## src/design/assert_macros.svh

```systemverilog
// Assertion macros shared by the tone generator modules.
`ifndef ASSERT_MACROS_SVH
`define ASSERT_MACROS_SVH

// Condition must hold at every clock edge outside reset.
`define STG_ASSERT_HOLDS(lbl, clk, rst_n, expr) \
    lbl: assert property (@(posedge clk) disable iff (!rst_n) (expr)) \
        else $error("assertion failed");

// Same-cycle implication.
`define STG_ASSERT_IMPLY(lbl, clk, rst_n, ante, cons) \
    lbl: assert property (@(posedge clk) disable iff (!rst_n) (ante) |-> (cons)) \
        else $error("assertion failed");

// Next-cycle implication.
`define STG_ASSERT_NEXT(lbl, clk, rst_n, ante, cons) \
    lbl: assert property (@(posedge clk) disable iff (!rst_n) (ante) |=> (cons)) \
        else $error("assertion failed");

`endif

```

## src/design/stg_pkg.sv

```systemverilog
// Types and constants shared by the square-wave tone generator.
package stg_pkg;

    localparam int PIN_W      = 8;
    localparam int FREQ_W     = 16;
    localparam int DUR_W      = 32;
    localparam int CFG_DATA_W = 32;
    localparam int CFG_IDX_W  = 1;
    localparam int PEXP_W     = 4;
    localparam int CMPOUT_W   = 16;
    localparam int DIV_W      = 32;
    localparam int DVS_W      = 16;
    localparam int DIV_CNT_W  = 5;

    // x / 1000 == (x * MS_RECIP) >> MS_RECIP_SHIFT for any 32-bit x
    localparam int RECIP_W        = 29;
    localparam int MS_RECIP_SHIFT = 38;

    localparam logic [PIN_W-1:0]   NO_OWNER   = 8'hFF;
    localparam logic [FREQ_W-1:0]  FREQ_RESET = 16'd1000;
    localparam logic [RECIP_W-1:0] MS_RECIP   = 29'd274877907;
    localparam logic [DUR_W-1:0]   UNLIMITED  = 32'hFFFF_FFFF;

    typedef enum logic [1:0] {
        OP_TICK  = 2'd0,
        OP_START = 2'd1,
        OP_STOP  = 2'd2,
        OP_NOP   = 2'd3
    } stg_op_t;

    typedef enum logic [CFG_IDX_W-1:0] {
        CFG_FREQ     = 1'd0,
        CFG_DURATION = 1'd1
    } stg_cfg_t;

    typedef enum logic [2:0] {
        S_IDLE,
        S_HALF_DIV,
        S_SEARCH,
        S_BUDGET
    } stg_state_t;

    typedef struct packed {
        stg_op_t           operation;
        logic [PIN_W-1:0]  pin_number;
    } stg_in_t;

    typedef struct packed {
        logic                tone_level;
        logic                tone_active;
        logic [PEXP_W-1:0]   prescale_exp;
        logic [CMPOUT_W-1:0] compare_value;
    } stg_out_t;

    typedef struct packed {
        logic item_accept;
        logic load_start;
        logic capture_half;
        logic search_step;
        logic budget_start;
        logic commit;
    } stg_cmd_t;

    typedef struct packed {
        logic div_done;
        logic search_done;
        logic result_full;
    } stg_status_t;

endpackage

```

## src/design/stg_divider.sv

```systemverilog
// Restoring divider, one quotient bit per cycle.
module stg_divider
(
    input  logic                          clk,
    input  logic                          rst_n,
    input  logic                          start,
    input  logic [stg_pkg::DIV_W-1:0]     dividend,
    input  logic [stg_pkg::DVS_W-1:0]     divisor,
    output logic                          done,
    output logic [stg_pkg::DIV_W-1:0]     quotient
);

    logic                           busy_reg, busy_next;
    logic                           done_reg, done_next;
    logic [stg_pkg::DIV_CNT_W-1:0]  cnt_reg, cnt_next;
    logic [stg_pkg::DVS_W-1:0]      rem_reg, rem_next;
    logic [stg_pkg::DIV_W-1:0]      quo_reg, quo_next;
    logic [stg_pkg::DVS_W-1:0]      dvs_reg, dvs_next;
    logic [stg_pkg::DVS_W:0]        shifted;
    logic [stg_pkg::DVS_W:0]        diff;
    logic                           ge;

    always_comb
    begin
        shifted   = {rem_reg, quo_reg[stg_pkg::DIV_W-1]};
        diff      = shifted - {1'b0, dvs_reg};
        ge        = (shifted >= {1'b0, dvs_reg});
        busy_next = busy_reg;
        done_next = 1'b0;
        cnt_next  = cnt_reg;
        rem_next  = rem_reg;
        quo_next  = quo_reg;
        dvs_next  = dvs_reg;
        if (start)
        begin
            busy_next = 1'b1;
            cnt_next  = '0;
            rem_next  = '0;
            quo_next  = dividend;
            dvs_next  = divisor;
        end
        else if (busy_reg)
        begin
            rem_next = ge ? diff[stg_pkg::DVS_W-1:0] : shifted[stg_pkg::DVS_W-1:0];
            quo_next = {quo_reg[stg_pkg::DIV_W-2:0], ge};
            cnt_next = cnt_reg + 1'b1;
            if (cnt_reg == stg_pkg::DIV_CNT_W'(stg_pkg::DIV_W - 1))
            begin
                busy_next = 1'b0;
                done_next = 1'b1;
            end
        end
    end

    always_ff @(posedge clk or negedge rst_n)
    begin
        if (!rst_n)
        begin
            busy_reg <= 1'b0;
            done_reg <= 1'b0;
            cnt_reg  <= '0;
        end
        else
        begin
            busy_reg <= busy_next;
            done_reg <= done_next;
            cnt_reg  <= cnt_next;
        end
    end

    always_ff @(posedge clk)
    begin
        rem_reg <= rem_next;
        quo_reg <= quo_next;
        dvs_reg <= dvs_next;
    end

    assign done     = done_reg;
    assign quotient = quo_reg;

endmodule

```

## src/design/stg_ctrl.sv

```systemverilog
// Controller state machine for transaction acceptance and the start sequence.
`include "assert_macros.svh"

module stg_ctrl
(
    input  logic                  clk,
    input  logic                  rst_n,
    input  logic                  item_valid,
    input  stg_pkg::stg_op_t      operation,
    input  stg_pkg::stg_status_t  status,
    output logic                  item_stall,
    output stg_pkg::stg_cmd_t     cmd
);

    stg_pkg::stg_state_t state_reg, state_next;
    logic                accept;

    always_ff @(posedge clk or negedge rst_n)
    begin
        if (!rst_n)
        begin
            state_reg <= stg_pkg::S_IDLE;
        end
        else
        begin
            state_reg <= state_next;
        end
    end

    always_comb
    begin
        item_stall = (state_reg != stg_pkg::S_IDLE) || status.result_full;
        accept     = item_valid && !item_stall;
        cmd        = '0;
        state_next = state_reg;
        case (state_reg)
            stg_pkg::S_IDLE:
            begin
                cmd.item_accept = accept;
                if (accept && (operation == stg_pkg::OP_START))
                begin
                    cmd.load_start = 1'b1;
                    state_next     = stg_pkg::S_HALF_DIV;
                end
            end
            stg_pkg::S_HALF_DIV:
            begin
                if (status.div_done)
                begin
                    cmd.capture_half = 1'b1;
                    state_next       = stg_pkg::S_SEARCH;
                end
            end
            stg_pkg::S_SEARCH:
            begin
                cmd.search_step = 1'b1;
                if (status.search_done)
                begin
                    cmd.budget_start = 1'b1;
                    state_next       = stg_pkg::S_BUDGET;
                end
            end
            stg_pkg::S_BUDGET:
            begin
                cmd.commit = 1'b1;
                state_next = stg_pkg::S_IDLE;
            end
            default:
            begin
                state_next = stg_pkg::S_IDLE;
            end
        endcase
    end

    `STG_ASSERT_IMPLY(a_busy_stalls, clk, rst_n, state_reg != stg_pkg::S_IDLE, item_stall)
    `STG_ASSERT_NEXT(a_start_divides, clk, rst_n, cmd.load_start, state_reg == stg_pkg::S_HALF_DIV)

endmodule

```

## src/design/stg_datapath.sv

```systemverilog
// Datapath: config registers, tone state, start arithmetic and result buffer.
`include "assert_macros.svh"

module stg_datapath
#(
    parameter int BASE_CLOCK_HZ    = 16000000,
    parameter int MAX_PRESCALE_EXP = 9,
    parameter int COMPARE_BITS     = 16
)
(
    input  logic                               clk,
    input  logic                               rst_n,
    input  stg_pkg::stg_in_t                   item,
    input  logic                               cfg_write_en,
    input  logic [stg_pkg::CFG_IDX_W-1:0]      cfg_index,
    input  logic [stg_pkg::CFG_DATA_W-1:0]     cfg_data,
    input  stg_pkg::stg_cmd_t                  cmd,
    output stg_pkg::stg_status_t               status,
    output logic                               result_valid,
    input  logic                               result_stall,
    output stg_pkg::stg_out_t                  result
);

    localparam int PS_W = MAX_PRESCALE_EXP;
    localparam logic [stg_pkg::DIV_W-1:0] BASE_HZ = stg_pkg::DIV_W'(BASE_CLOCK_HZ);
    localparam logic [stg_pkg::DIV_W-1:0] CMP_MASK =
        stg_pkg::DIV_W'((64'd1 << COMPARE_BITS) - 64'd1);
    localparam logic [stg_pkg::PEXP_W-1:0] LAST_EXP = stg_pkg::PEXP_W'(MAX_PRESCALE_EXP);

    // configuration
    logic [stg_pkg::FREQ_W-1:0] freq_reg;
    logic [stg_pkg::DUR_W-1:0]  dur_reg;

    // tone state
    logic [stg_pkg::PIN_W-1:0]  owner_reg, owner_next;
    logic                       running_reg, running_next;
    logic                       limited_reg, limited_next;
    logic [stg_pkg::DUR_W-1:0]  toggles_reg, toggles_next;
    logic [PS_W-1:0]            ps_cnt_reg, ps_cnt_next;
    logic [COMPARE_BITS-1:0]    timer_reg, timer_next;
    logic [COMPARE_BITS-1:0]    compare_reg, compare_next;
    logic [stg_pkg::PEXP_W-1:0] prescale_reg, prescale_next;
    logic                       level_reg, level_next;

    // start sequence
    logic [stg_pkg::PIN_W-1:0]  pin_reg;
    logic [stg_pkg::DIV_W-1:0]  half_reg;
    logic [stg_pkg::DUR_W-1:0]  prod_reg;
    logic [stg_pkg::PEXP_W-1:0] k_reg;
    logic [stg_pkg::PEXP_W-1:0] pend_p_reg;
    logic [COMPARE_BITS-1:0]    pend_c_reg;
    logic [stg_pkg::FREQ_W-1:0] freq_eff;
    logic [stg_pkg::DIV_W-1:0]  cand;
    logic                       fits;

    // budget
    logic [stg_pkg::DUR_W-1:0]                  budget_x;
    logic [stg_pkg::DUR_W+stg_pkg::RECIP_W-1:0] budget_prod;
    logic [stg_pkg::DUR_W-1:0]                  budget_reg;

    // divider
    logic                       div_start;
    logic [stg_pkg::DIV_W-1:0]  div_dividend;
    logic [stg_pkg::DVS_W-1:0]  div_divisor;
    logic                       div_done;
    logic [stg_pkg::DIV_W-1:0]  div_quo;

    // tick helpers
    logic [PS_W:0]              ps_one;
    logic [PS_W-1:0]            ps_last;

    // result buffer
    stg_pkg::stg_out_t          res_new;
    stg_pkg::stg_out_t          head_reg, tail_reg;
    logic                       head_valid_reg, tail_valid_reg;
    logic                       push, pop;

    always_ff @(posedge clk or negedge rst_n)
    begin
        if (!rst_n)
        begin
            freq_reg <= stg_pkg::FREQ_RESET;
            dur_reg  <= '0;
        end
        else if (cfg_write_en)
        begin
            if (cfg_index == stg_pkg::CFG_FREQ)
            begin
                freq_reg <= cfg_data[stg_pkg::FREQ_W-1:0];
            end
            else if (cfg_index == stg_pkg::CFG_DURATION)
            begin
                dur_reg <= cfg_data[stg_pkg::DUR_W-1:0];
            end
        end
    end

    assign freq_eff     = (freq_reg != '0) ? freq_reg : stg_pkg::FREQ_W'(1);
    assign div_start    = cmd.load_start;
    assign div_dividend = BASE_HZ;
    assign div_divisor  = freq_eff;

    stg_divider u_divider
    (
        .clk      (clk),
        .rst_n    (rst_n),
        .start    (div_start),
        .dividend (div_dividend),
        .divisor  (div_divisor),
        .done     (div_done),
        .quotient (div_quo)
    );

    assign cand = (half_reg >> ({1'b0, k_reg} + 5'd1)) - stg_pkg::DIV_W'(1);
    assign fits = (cand >= stg_pkg::DIV_W'(2)) && (cand <= CMP_MASK);

    // 2 * freq * duration wraps at 32 bits, then divided by 1000
    assign budget_x    = {prod_reg[stg_pkg::DUR_W-2:0], 1'b0};
    assign budget_prod = budget_x * stg_pkg::MS_RECIP;

    assign status.div_done    = div_done;
    assign status.search_done = fits || (k_reg == LAST_EXP);
    assign status.result_full = tail_valid_reg;

    always_ff @(posedge clk)
    begin
        if (cmd.load_start)
        begin
            pin_reg  <= item.pin_number;
            prod_reg <= stg_pkg::DUR_W'(freq_eff * dur_reg);
        end
        if (cmd.capture_half)
        begin
            half_reg <= div_quo;
            k_reg    <= '0;
        end
        else if (cmd.search_step)
        begin
            k_reg <= k_reg + 1'b1;
        end
        if (cmd.search_step && status.search_done)
        begin
            pend_p_reg <= k_reg;
            pend_c_reg <= COMPARE_BITS'(cand);
        end
        if (cmd.budget_start)
        begin
            budget_reg <= stg_pkg::DUR_W'(budget_prod >> stg_pkg::MS_RECIP_SHIFT);
        end
    end

    always_comb
    begin
        ps_one        = (PS_W+1)'(1) << prescale_reg;
        ps_last       = PS_W'(ps_one - 1'b1);
        owner_next    = owner_reg;
        running_next  = running_reg;
        limited_next  = limited_reg;
        toggles_next  = toggles_reg;
        ps_cnt_next   = ps_cnt_reg;
        timer_next    = timer_reg;
        compare_next  = compare_reg;
        prescale_next = prescale_reg;
        level_next    = level_reg;
        if (cmd.commit)
        begin
            owner_next    = pin_reg;
            prescale_next = pend_p_reg;
            compare_next  = pend_c_reg;
            if (dur_reg != '0)
            begin
                limited_next = 1'b1;
                toggles_next = (budget_reg == '0) ? stg_pkg::DUR_W'(1) : budget_reg;
            end
            else
            begin
                limited_next = 1'b0;
                toggles_next = stg_pkg::UNLIMITED;
            end
            level_next   = 1'b0;
            ps_cnt_next  = '0;
            timer_next   = '0;
            running_next = 1'b1;
        end
        else if (cmd.item_accept)
        begin
            case (item.operation)
                stg_pkg::OP_TICK:
                begin
                    if (running_reg)
                    begin
                        if (ps_cnt_reg < ps_last)
                        begin
                            ps_cnt_next = ps_cnt_reg + 1'b1;
                        end
                        else
                        begin
                            ps_cnt_next = '0;
                            if (timer_reg != compare_reg)
                            begin
                                timer_next = timer_reg + 1'b1;
                            end
                            else
                            begin
                                timer_next = '0;
                                level_next = !level_reg;
                                if (limited_reg)
                                begin
                                    if (toggles_reg != '0)
                                    begin
                                        toggles_next = toggles_reg - 1'b1;
                                    end
                                    else
                                    begin
                                        running_next = 1'b0;
                                        limited_next = 1'b0;
                                        toggles_next = '0;
                                        owner_next   = stg_pkg::NO_OWNER;
                                        level_next   = 1'b0;
                                        ps_cnt_next  = '0;
                                        timer_next   = '0;
                                    end
                                end
                            end
                        end
                    end
                end
                stg_pkg::OP_STOP:
                begin
                    if (item.pin_number == owner_reg)
                    begin
                        running_next = 1'b0;
                        limited_next = 1'b0;
                        toggles_next = '0;
                        owner_next   = stg_pkg::NO_OWNER;
                        level_next   = 1'b0;
                        ps_cnt_next  = '0;
                        timer_next   = '0;
                    end
                end
                default:
                begin
                end
            endcase
        end
    end

    always_ff @(posedge clk or negedge rst_n)
    begin
        if (!rst_n)
        begin
            owner_reg    <= stg_pkg::NO_OWNER;
            running_reg  <= 1'b0;
            limited_reg  <= 1'b0;
            toggles_reg  <= '0;
            ps_cnt_reg   <= '0;
            timer_reg    <= '0;
            compare_reg  <= '0;
            prescale_reg <= '0;
            level_reg    <= 1'b0;
        end
        else
        begin
            owner_reg    <= owner_next;
            running_reg  <= running_next;
            limited_reg  <= limited_next;
            toggles_reg  <= toggles_next;
            ps_cnt_reg   <= ps_cnt_next;
            timer_reg    <= timer_next;
            compare_reg  <= compare_next;
            prescale_reg <= prescale_next;
            level_reg    <= level_next;
        end
    end

    // result of the transaction, taken from the updated state
    always_comb
    begin
        res_new.tone_level    = running_next && level_next;
        res_new.tone_active   = running_next;
        res_new.prescale_exp  = prescale_next;
        res_new.compare_value = stg_pkg::CMPOUT_W'(compare_next);
    end

    assign push = cmd.commit || (cmd.item_accept && (item.operation != stg_pkg::OP_START));
    assign pop  = head_valid_reg && !result_stall;

    always_ff @(posedge clk or negedge rst_n)
    begin
        if (!rst_n)
        begin
            head_valid_reg <= 1'b0;
            tail_valid_reg <= 1'b0;
        end
        else if (pop)
        begin
            if (tail_valid_reg)
            begin
                head_valid_reg <= 1'b1;
                tail_valid_reg <= push;
            end
            else
            begin
                head_valid_reg <= push;
            end
        end
        else if (push)
        begin
            if (!head_valid_reg)
            begin
                head_valid_reg <= 1'b1;
            end
            else
            begin
                tail_valid_reg <= 1'b1;
            end
        end
    end

    always_ff @(posedge clk)
    begin
        if (pop)
        begin
            if (tail_valid_reg)
            begin
                head_reg <= tail_reg;
                if (push)
                begin
                    tail_reg <= res_new;
                end
            end
            else if (push)
            begin
                head_reg <= res_new;
            end
        end
        else if (push)
        begin
            if (!head_valid_reg)
            begin
                head_reg <= res_new;
            end
            else
            begin
                tail_reg <= res_new;
            end
        end
    end

    assign result_valid = head_valid_reg;
    assign result       = head_reg;

    `STG_ASSERT_IMPLY(a_tail_needs_head, clk, rst_n, tail_valid_reg, head_valid_reg)
    `STG_ASSERT_IMPLY(a_idle_quiet, clk, rst_n, !running_reg, !level_reg && (toggles_reg == '0))
    `STG_ASSERT_IMPLY(a_unlimited_budget, clk, rst_n, running_reg && !limited_reg, toggles_reg == stg_pkg::UNLIMITED)

endmodule

```

## src/design/square_wave_tone_generator.sv

```systemverilog
// Top level: square-wave tone generator, controller plus datapath.
// Tick, stop, no-op: result registered into the result buffer on acceptance, one per cycle sustained while
// the result buffer is not full. Start: result registered after the states S_HALF_DIV, S_SEARCH and S_BUDGET:
// a serial divide (base clock / freq), a 1-per-cycle prescaler scan, then the budget and commit step.
// Input stalls during a start and when both result buffer entries are full.
// Async active-low reset: tone idle, no owner, frequency 1000 Hz, duration 0.
module square_wave_tone_generator
#(
    parameter int BASE_CLOCK_HZ    = 16000000,
    parameter int MAX_PRESCALE_EXP = 9,
    parameter int COMPARE_BITS     = 16
)
(
    input  logic                               clk,
    input  logic                               rst_n,
    input  logic                               item_valid,
    output logic                               item_stall,
    input  stg_pkg::stg_in_t                   item,
    output logic                               result_valid,
    input  logic                               result_stall,
    output stg_pkg::stg_out_t                  result,
    input  logic                               cfg_write_en,
    input  logic [stg_pkg::CFG_IDX_W-1:0]      cfg_index,
    input  logic [stg_pkg::CFG_DATA_W-1:0]     cfg_data
);

    stg_pkg::stg_cmd_t    cmd;
    stg_pkg::stg_status_t status;

    stg_ctrl u_ctrl
    (
        .clk        (clk),
        .rst_n      (rst_n),
        .item_valid (item_valid),
        .operation  (item.operation),
        .status     (status),
        .item_stall (item_stall),
        .cmd        (cmd)
    );

    stg_datapath
    #(
        .BASE_CLOCK_HZ    (BASE_CLOCK_HZ),
        .MAX_PRESCALE_EXP (MAX_PRESCALE_EXP),
        .COMPARE_BITS     (COMPARE_BITS)
    )
    u_datapath
    (
        .clk          (clk),
        .rst_n        (rst_n),
        .item         (item),
        .cfg_write_en (cfg_write_en),
        .cfg_index    (cfg_index),
        .cfg_data     (cfg_data),
        .cmd          (cmd),
        .status       (status),
        .result_valid (result_valid),
        .result_stall (result_stall),
        .result       (result)
    );

endmodule
```

## config.mk

```make
export PLATFORM = sky130hd
export DESIGN_NAME = square_wave_tone_generator
export DESIGN_NICKNAME = d
export VERILOG_FILES = /design/src/design/stg_pkg.sv /design/src/design/stg_divider.sv /design/src/design/stg_ctrl.sv /design/src/design/stg_datapath.sv /design/src/design/square_wave_tone_generator.sv
export VERILOG_INCLUDE_DIRS = /design/src /design/src/design
export SDC_FILE = /design/constraint.sdc
export NUM_CORES = 2
export LEC_CHECK = 0
export ABC_CLOCK_PERIOD_IN_PS = 12800
export BUFFER_PORTS_ARGS = -buffer_cell sky130_fd_sc_hd__buf_2
export CAP_MARGIN = 10
export CORE_MARGIN = 2
export CORE_UTILIZATION = 39
export CTS_CLUSTER_SIZE = 40
export DETAILED_ROUTE_END_ITERATION = 8
export GPL_ROUTABILITY_DRIVEN = 0
export PLACE_DENSITY = 0.64
export RECOVER_POWER = 50
export REMOVE_ABC_BUFFERS = 1
export SYNTH_ARGS = -nofsm -noshare
export SYNTH_HDL_FRONTEND = slang
export SYNTH_SLANG_ARGS = --single-unit
```

## constraint.sdc

```tcl
create_clock -name clk -period 12.8 [get_ports clk]
set_clock_uncertainty 0.15 [all_clocks]
set_input_delay 1.28 -clock clk [delete_from_list [all_inputs] [get_ports clk]]
set_output_delay 1.28 -clock clk [all_outputs]
set_load 0.02 [all_outputs]
```

# After elaboration in Yosys (flattened, before gate mapping)
# Cells that the tools add are included.
# totals
reg_bits	374
input_bits	48
out_inout_bits	24
wordCells	211
# classes
add_sub_neg	9
mul	2
n_lt_le_gt_ge	4
eq_ne	22
n_shift	2
muxes	99
bitwise_logic	1
reduce_logical	37
# op_table
op	count
$mux 32	9
$mux 22	9
$mux 16	9
$mux 8	8
$pmux 32 s2	1
$reduce_bool 32->1	2
$sub 32x1->32 const B	2
$mul 31x29->60 const B	1
$mux 9	5
$mux 1	42
$ge 32x2->1 const B	1
$le 32x16->1 const B	1
$logic_not 32->1	1
$mul 16x32->31	1
$pmux 16 s2	1
$shr 32x5->32	1
$mux 23	1
$pmux 9 s2	1
$ge 17x16->1	1
$add 16x1->16 const B	1
$ne 16x16->1	1
$pmux 8 s2	1
$reduce_bool 16->1	1
$sub 16x16->16	1
39 further kinds	74

# Longest topological paths before layout
# logic_depth
depth_word	13
depth_mapped	28
mapped_depth_nobuf	28

# Cells and area by module
# Synthesis repeated with hierarchy kept, for this count alone.
# hier_totals
cells_unflattened	4280
hier_area_um2	43541.8
# modules_own_cells
mod	n_inst	cells_each	area_per_inst_um2	seq_area_each_um2
stg_datapath	1	3935	39643.0	8265.4
stg_divider	1	325	3698.5	1936.9
stg_ctrl	1	20	200.2	50.0

# Least setup slack after synthesis
# OpenSTA, ideal clock, no wires.
# synth_path
kind	reg-to-reg
startpoint	register u_datapath.prod_reg[10] in the netlist's numbering
endpoint	register u_datapath.budget_reg[8] in the netlist's numbering (data pin)
setup_time_ps	258
arrival_time_ps	6572
required_time_ps	12392
path_slack_ps	5820
stages_incl_launch_ff	25
path_buffers	0
period_less_slack_ps	6980
cell_sequence	edfxtp_1 -> ha_1 -> fa_1 -> fa_1 -> inv_1 -> fa_1 -> inv_1 -> fa_1 -> fa_1 -> fa_1 -> inv_1 -> fa_1 -> inv_1 -> ha_1 -> a21o_1 -> a21o_1 -> a221oi_1 -> o211ai_1 -> nor3_1 -> o21ai_0 -> a21bo_2 -> a21oi_1 -> o21bai_1 -> a21oi_1 -> xnor2_1
# synth_via
elab_chain_len	1
# synth_rtl
item	line_no	source
start: declaration	stg_datapath.sv:48	logic [stg_pkg::DUR_W-1:0] prod_reg;
start signal: assignment	stg_datapath.sv:130	prod_reg <= stg_pkg::DUR_W'(freq_eff * dur_reg);
$mul 31x29->60	stg_datapath.sv:119	assign budget_prod = budget_x * stg_pkg::MS_RECIP;
via u_datapath.budget_prod, one bit	stg_datapath.sv:58	logic [stg_pkg::DUR_W+stg_pkg::RECIP_W-1:0] budget_prod;
end signal: assignment	stg_datapath.sv:148	budget_reg <= stg_pkg::DUR_W'(budget_prod >> stg_pkg::MS_RECIP_SHIFT);
end: declaration	stg_datapath.sv:59	logic [stg_pkg::DUR_W-1:0] budget_reg;
# The timed path passes the listed nets, and every way through them passes these cells.
# A chain may end at the register's enable or synchronous reset.

# Final worst setup path
# layout_path
startpoint	register u_datapath.freq_reg[1] in the netlist's numbering
endpoint	register u_datapath.prod_reg[30] in the netlist's numbering (data pin)
# layout_via
elab_chain_len	3
# layout_rtl
item	line_no	source
start: declaration	stg_datapath.sv:31	logic [stg_pkg::FREQ_W-1:0] freq_reg;
start signal: assignment	stg_datapath.sv:82	freq_reg <= stg_pkg::FREQ_RESET;
start signal: assignment	stg_datapath.sv:89	freq_reg <= cfg_data[stg_pkg::FREQ_W-1:0];
$reduce_bool 16->1	stg_datapath.sv:98	assign freq_eff = (freq_reg != '0) ? freq_reg : stg_pkg::FREQ_W'(1);
$mux 16 *	stg_datapath.sv:98	
$mul 16x32->31 *	stg_datapath.sv:130	
# Every way passes the cells marked *; elsewhere a longest branch is shown, timed or not.

==> impl_metrics.csv <==
group,metric,value,unit
status,status,"finished, violations left",
status,violations,"capacitance limit, slew limit",
final_layout,nFillCells,10707,
clock_tree,postCtsSetupBuffers,0,
final_layout,fin_area,46500,µm²
global_route,antenna_found_initial,0,
synthesis,synth_cell_types,86,
route,wl,103000,µm
route,vias_per_cell,5.11,
global_route,grt_usage,18.8,%
place,port_buffers,71,
synthesis,synthAdderAreaFrac,40.6,%
global_route,grt_max_degree,75,
clock_tree,cts.sinks,372,
global_route,grt_pass1_vias,31509,
route,drc,0,
timing,fin_crit_sh,66.4,%
route,vias,29800,
clock_tree,cts_buffers,41,
synthesis,synthXorXnorAreaFrac,2.76,%
route,avgRoutedWirePerCell,17.6,µm
timing,setup_ws,4300,ps
critical_path,path_max_fanout,32,
critical_path,critPathKind,"flop to flop",
place,dp_hpwl,79900,µm
timing,worstMarginPinSlew,4540,ps
timing,rsz0062_at_grt,"no",
timing,hold_viol,0,
floorplan,core_area,111000,µm²
synthesis,yosys.cell_count.top_type,"inv_1",
synthesis,yosysWarnings,0,
critical_path,required,12970,ps
final_layout,final_core_utilization,42.0,%
final_layout,syn_to_final_growth,7.03,%
timing,finalMaxSlewViolations,553,
job,drv_cap,12,
floorplan,io_pins,72,
synthesis,synthCells,4337,
global_route,grt-ovfl-total,0,
floorplan,die_h,338,µm
clock_tree,ctsResizeCount,0,
worst_hold_path,worstHoldPathType,"flop to flop",
synthesis,netlist_area,43400,µm²
place,pre_cts_ws,5100,ps
route,drtIter0Drc,1788,
final_layout,fin_nets,5421,
final_layout,drive_above_1_share,6.15,%
synthesis,synth_top_family_by_area,"adder cells",
synthesis,synth_top_area_share,26.7,%
synthesis,synth_edf_count,173,
synthesis,synth_ff_type,"edfxtp_1",
synthesis,synth_compound_area_share,7.42,%
critical_path,setup.worst_path.start_class,"flop",
synthesis,seq_area_frac_synth,22.9,%
floorplan,rows,122,
clock_tree,tritoncts,"done",
critical_path,worstSetupEndpointType,"flop",
critical_path,path_cells,"clkbuf_1 -> nor4_1 -> a41o_1 -> clkbuf_1 -> nand2_1 -> fa_1 -> fa_1 -> inv_1 -> fa_1 -> ha_1 -> o21a_1 -> o21ai_0 -> inv_1 -> a211oi_1 -> o21ai_0 -> and3_1 -> o21ai_0 -> o41ai_1 -> a21o_1 -> a21oi_1 -> xnor2_1",
timing,finalSetupViolCount,0,
synthesis,synth-seq-cells,372,
critical_path,max_stage_delay,1380,ps
critical_path,slowest_stage,"clkbuf_1",
synthesis,synthArstFlopShare,39.5,%
clock_tree,cts_hold_buf,0,
synthesis,ys_top_cells_by_count,"inv_1, fa_1, ha_1, nand2_1, and2_1",
clock_tree,clock_latency,590,ps
timing,tns,0,ps
synthesis,synth.top_cells.by_area,"fa_1, ha_1, edfxtp_1",
critical_path,crit_arrival,8670,ps
synthesis,synthSimpleGateAreaFrac,11.2,%
clock_tree,root_buffer,"clkbuf_16",
timing,maxSlewHeadroom,-203,%
clock_tree,clk_pin_slew,70,ps
route,ant_nets,0,
synthesis,synth_top_area_cell,"fa_1",
clock_tree,clk_path_buf_depth,3,
floorplan,die-area,114000,µm²
clock_tree,cts.htree.levels,2,
floorplan,die_w,338,µm
synthesis,synth.area.mux_share,5.72,%
final_layout,diodes,0,
place,place_area,45200,µm²
global_route,grt_first_pass_wirelength,170000,µm
timing,min_period,8500,ps
timing,fmax,118,MHz
route,drtPass1Iterations,5,
synthesis,synth.avg_cell_area,10.0,µm²
floorplan,start_util,39.3,%
per-stage QoR:
| step | cells | hold WS (ps) |
|---|---|---|
| after floorplan | 4168 | 279 |
| after global placement | 5756 | 288 |
| after detailed placement | 5756 | 293 |
| after CTS | 5832 | 306 |
| after global routing | 5832 | 321 |
| final | 5832 | 289 |
final timing paths:
path	startpoint	endpoint	slack, ps	cells past startpoint
max in group asynchronous	rst_n	u_datapath.toggles_reg[11]	4890	2
worst min-delay path	u_datapath.u_divider.quotient[27]	u_datapath.half_reg[27]	290	0
worst max register to register	u_datapath.freq_reg[1]	u_datapath.prod_reg[30]	4300	21
min in group asynchronous	rst_n	u_datapath.timer_reg[13]	2130	1
worst max-delay path	u_datapath.freq_reg[1]	u_datapath.prod_reg[30]	4300	21
worst min register to register	u_datapath.u_divider.quotient[27]	u_datapath.half_reg[27]	290	0
layer usage:
metal  GRT usage [%]  up-vias  wire, µm
met5               0        -         0
met4            6.36        0      3690
met2            31.9      705     49400
met1            24.5    14908     44800
li1                -    13983         -
met3            2.78      204      4850
final cells by class:
cell class	count	area [µm²]	area share, %
clock inverter	32	342	0.735
timing repair buffer	100	487	1.05
multi-input combinational	2888	29400	63.3
sequential	372	9930	21.4
tap	1488	1860	4.01
clock buffer	44	1040	2.23
inverter	908	3410	7.34
layout by cell type (no fill, tap or decap), types with 13 or more instances in the layout:
master	n
inv_1	904
fa_1	578
ha_1	484
nand2_1	360
and2_1	175
edfxtp_1	173
nor2_1	158
dfrtp_1	132
o21ai_0	118
a21oi_1	112
xnor2_1	112
mux2i_1	87
mux2_2	84
nor3_1	56
dfxtp_1	52
nand3_1	51
a21o_1	46
clkbuf_1	46
clkbuf_16	41
buf_2	41
nand4_1	39
nor4_1	27
xor2_1	25
and3_1	24
mux2_1	20
mux4_2	19
a31oi_1	19
a211oi_1	18
nor2b_1	17
nand2b_1	17
o22ai_1	16
buf_4	16
or3_1	15
o211ai_1	15
o21a_1	13
kinds of logic (layout without fill, tap and decap cells):
| group | after synthesis | in the layout |
|---|---|---|
| buffers and inverters | 1077 | 1084 |
| adder cells (fa/ha/maj) | 1062 | 1062 |
| AND/OR/NAND/NOR | 989 | 989 |
| AO/OA/AOI/OAI | 489 | 489 |
| flip-flops | 372 | 372 |
| multiplexers | 211 | 211 |
| XOR/XNOR | 137 | 137 |
worst max-delay path, delay by kind of cell, from the launching register on:
kind / cells / cell delay (ps)
AO/OA/AOI/OAI: 9 / 2140
buffers and inverters: 4 / 2070
adder cells (fa/ha/maj): 4 / 1880
AND/OR/NAND/NOR: 3 / 940
flip-flops: 1 / 680
XOR/XNOR: 1 / 340
Power is left out: the tool's default activity adds up to more than one toggle a clock period on the data nets, which glitch-free logic cannot reach.
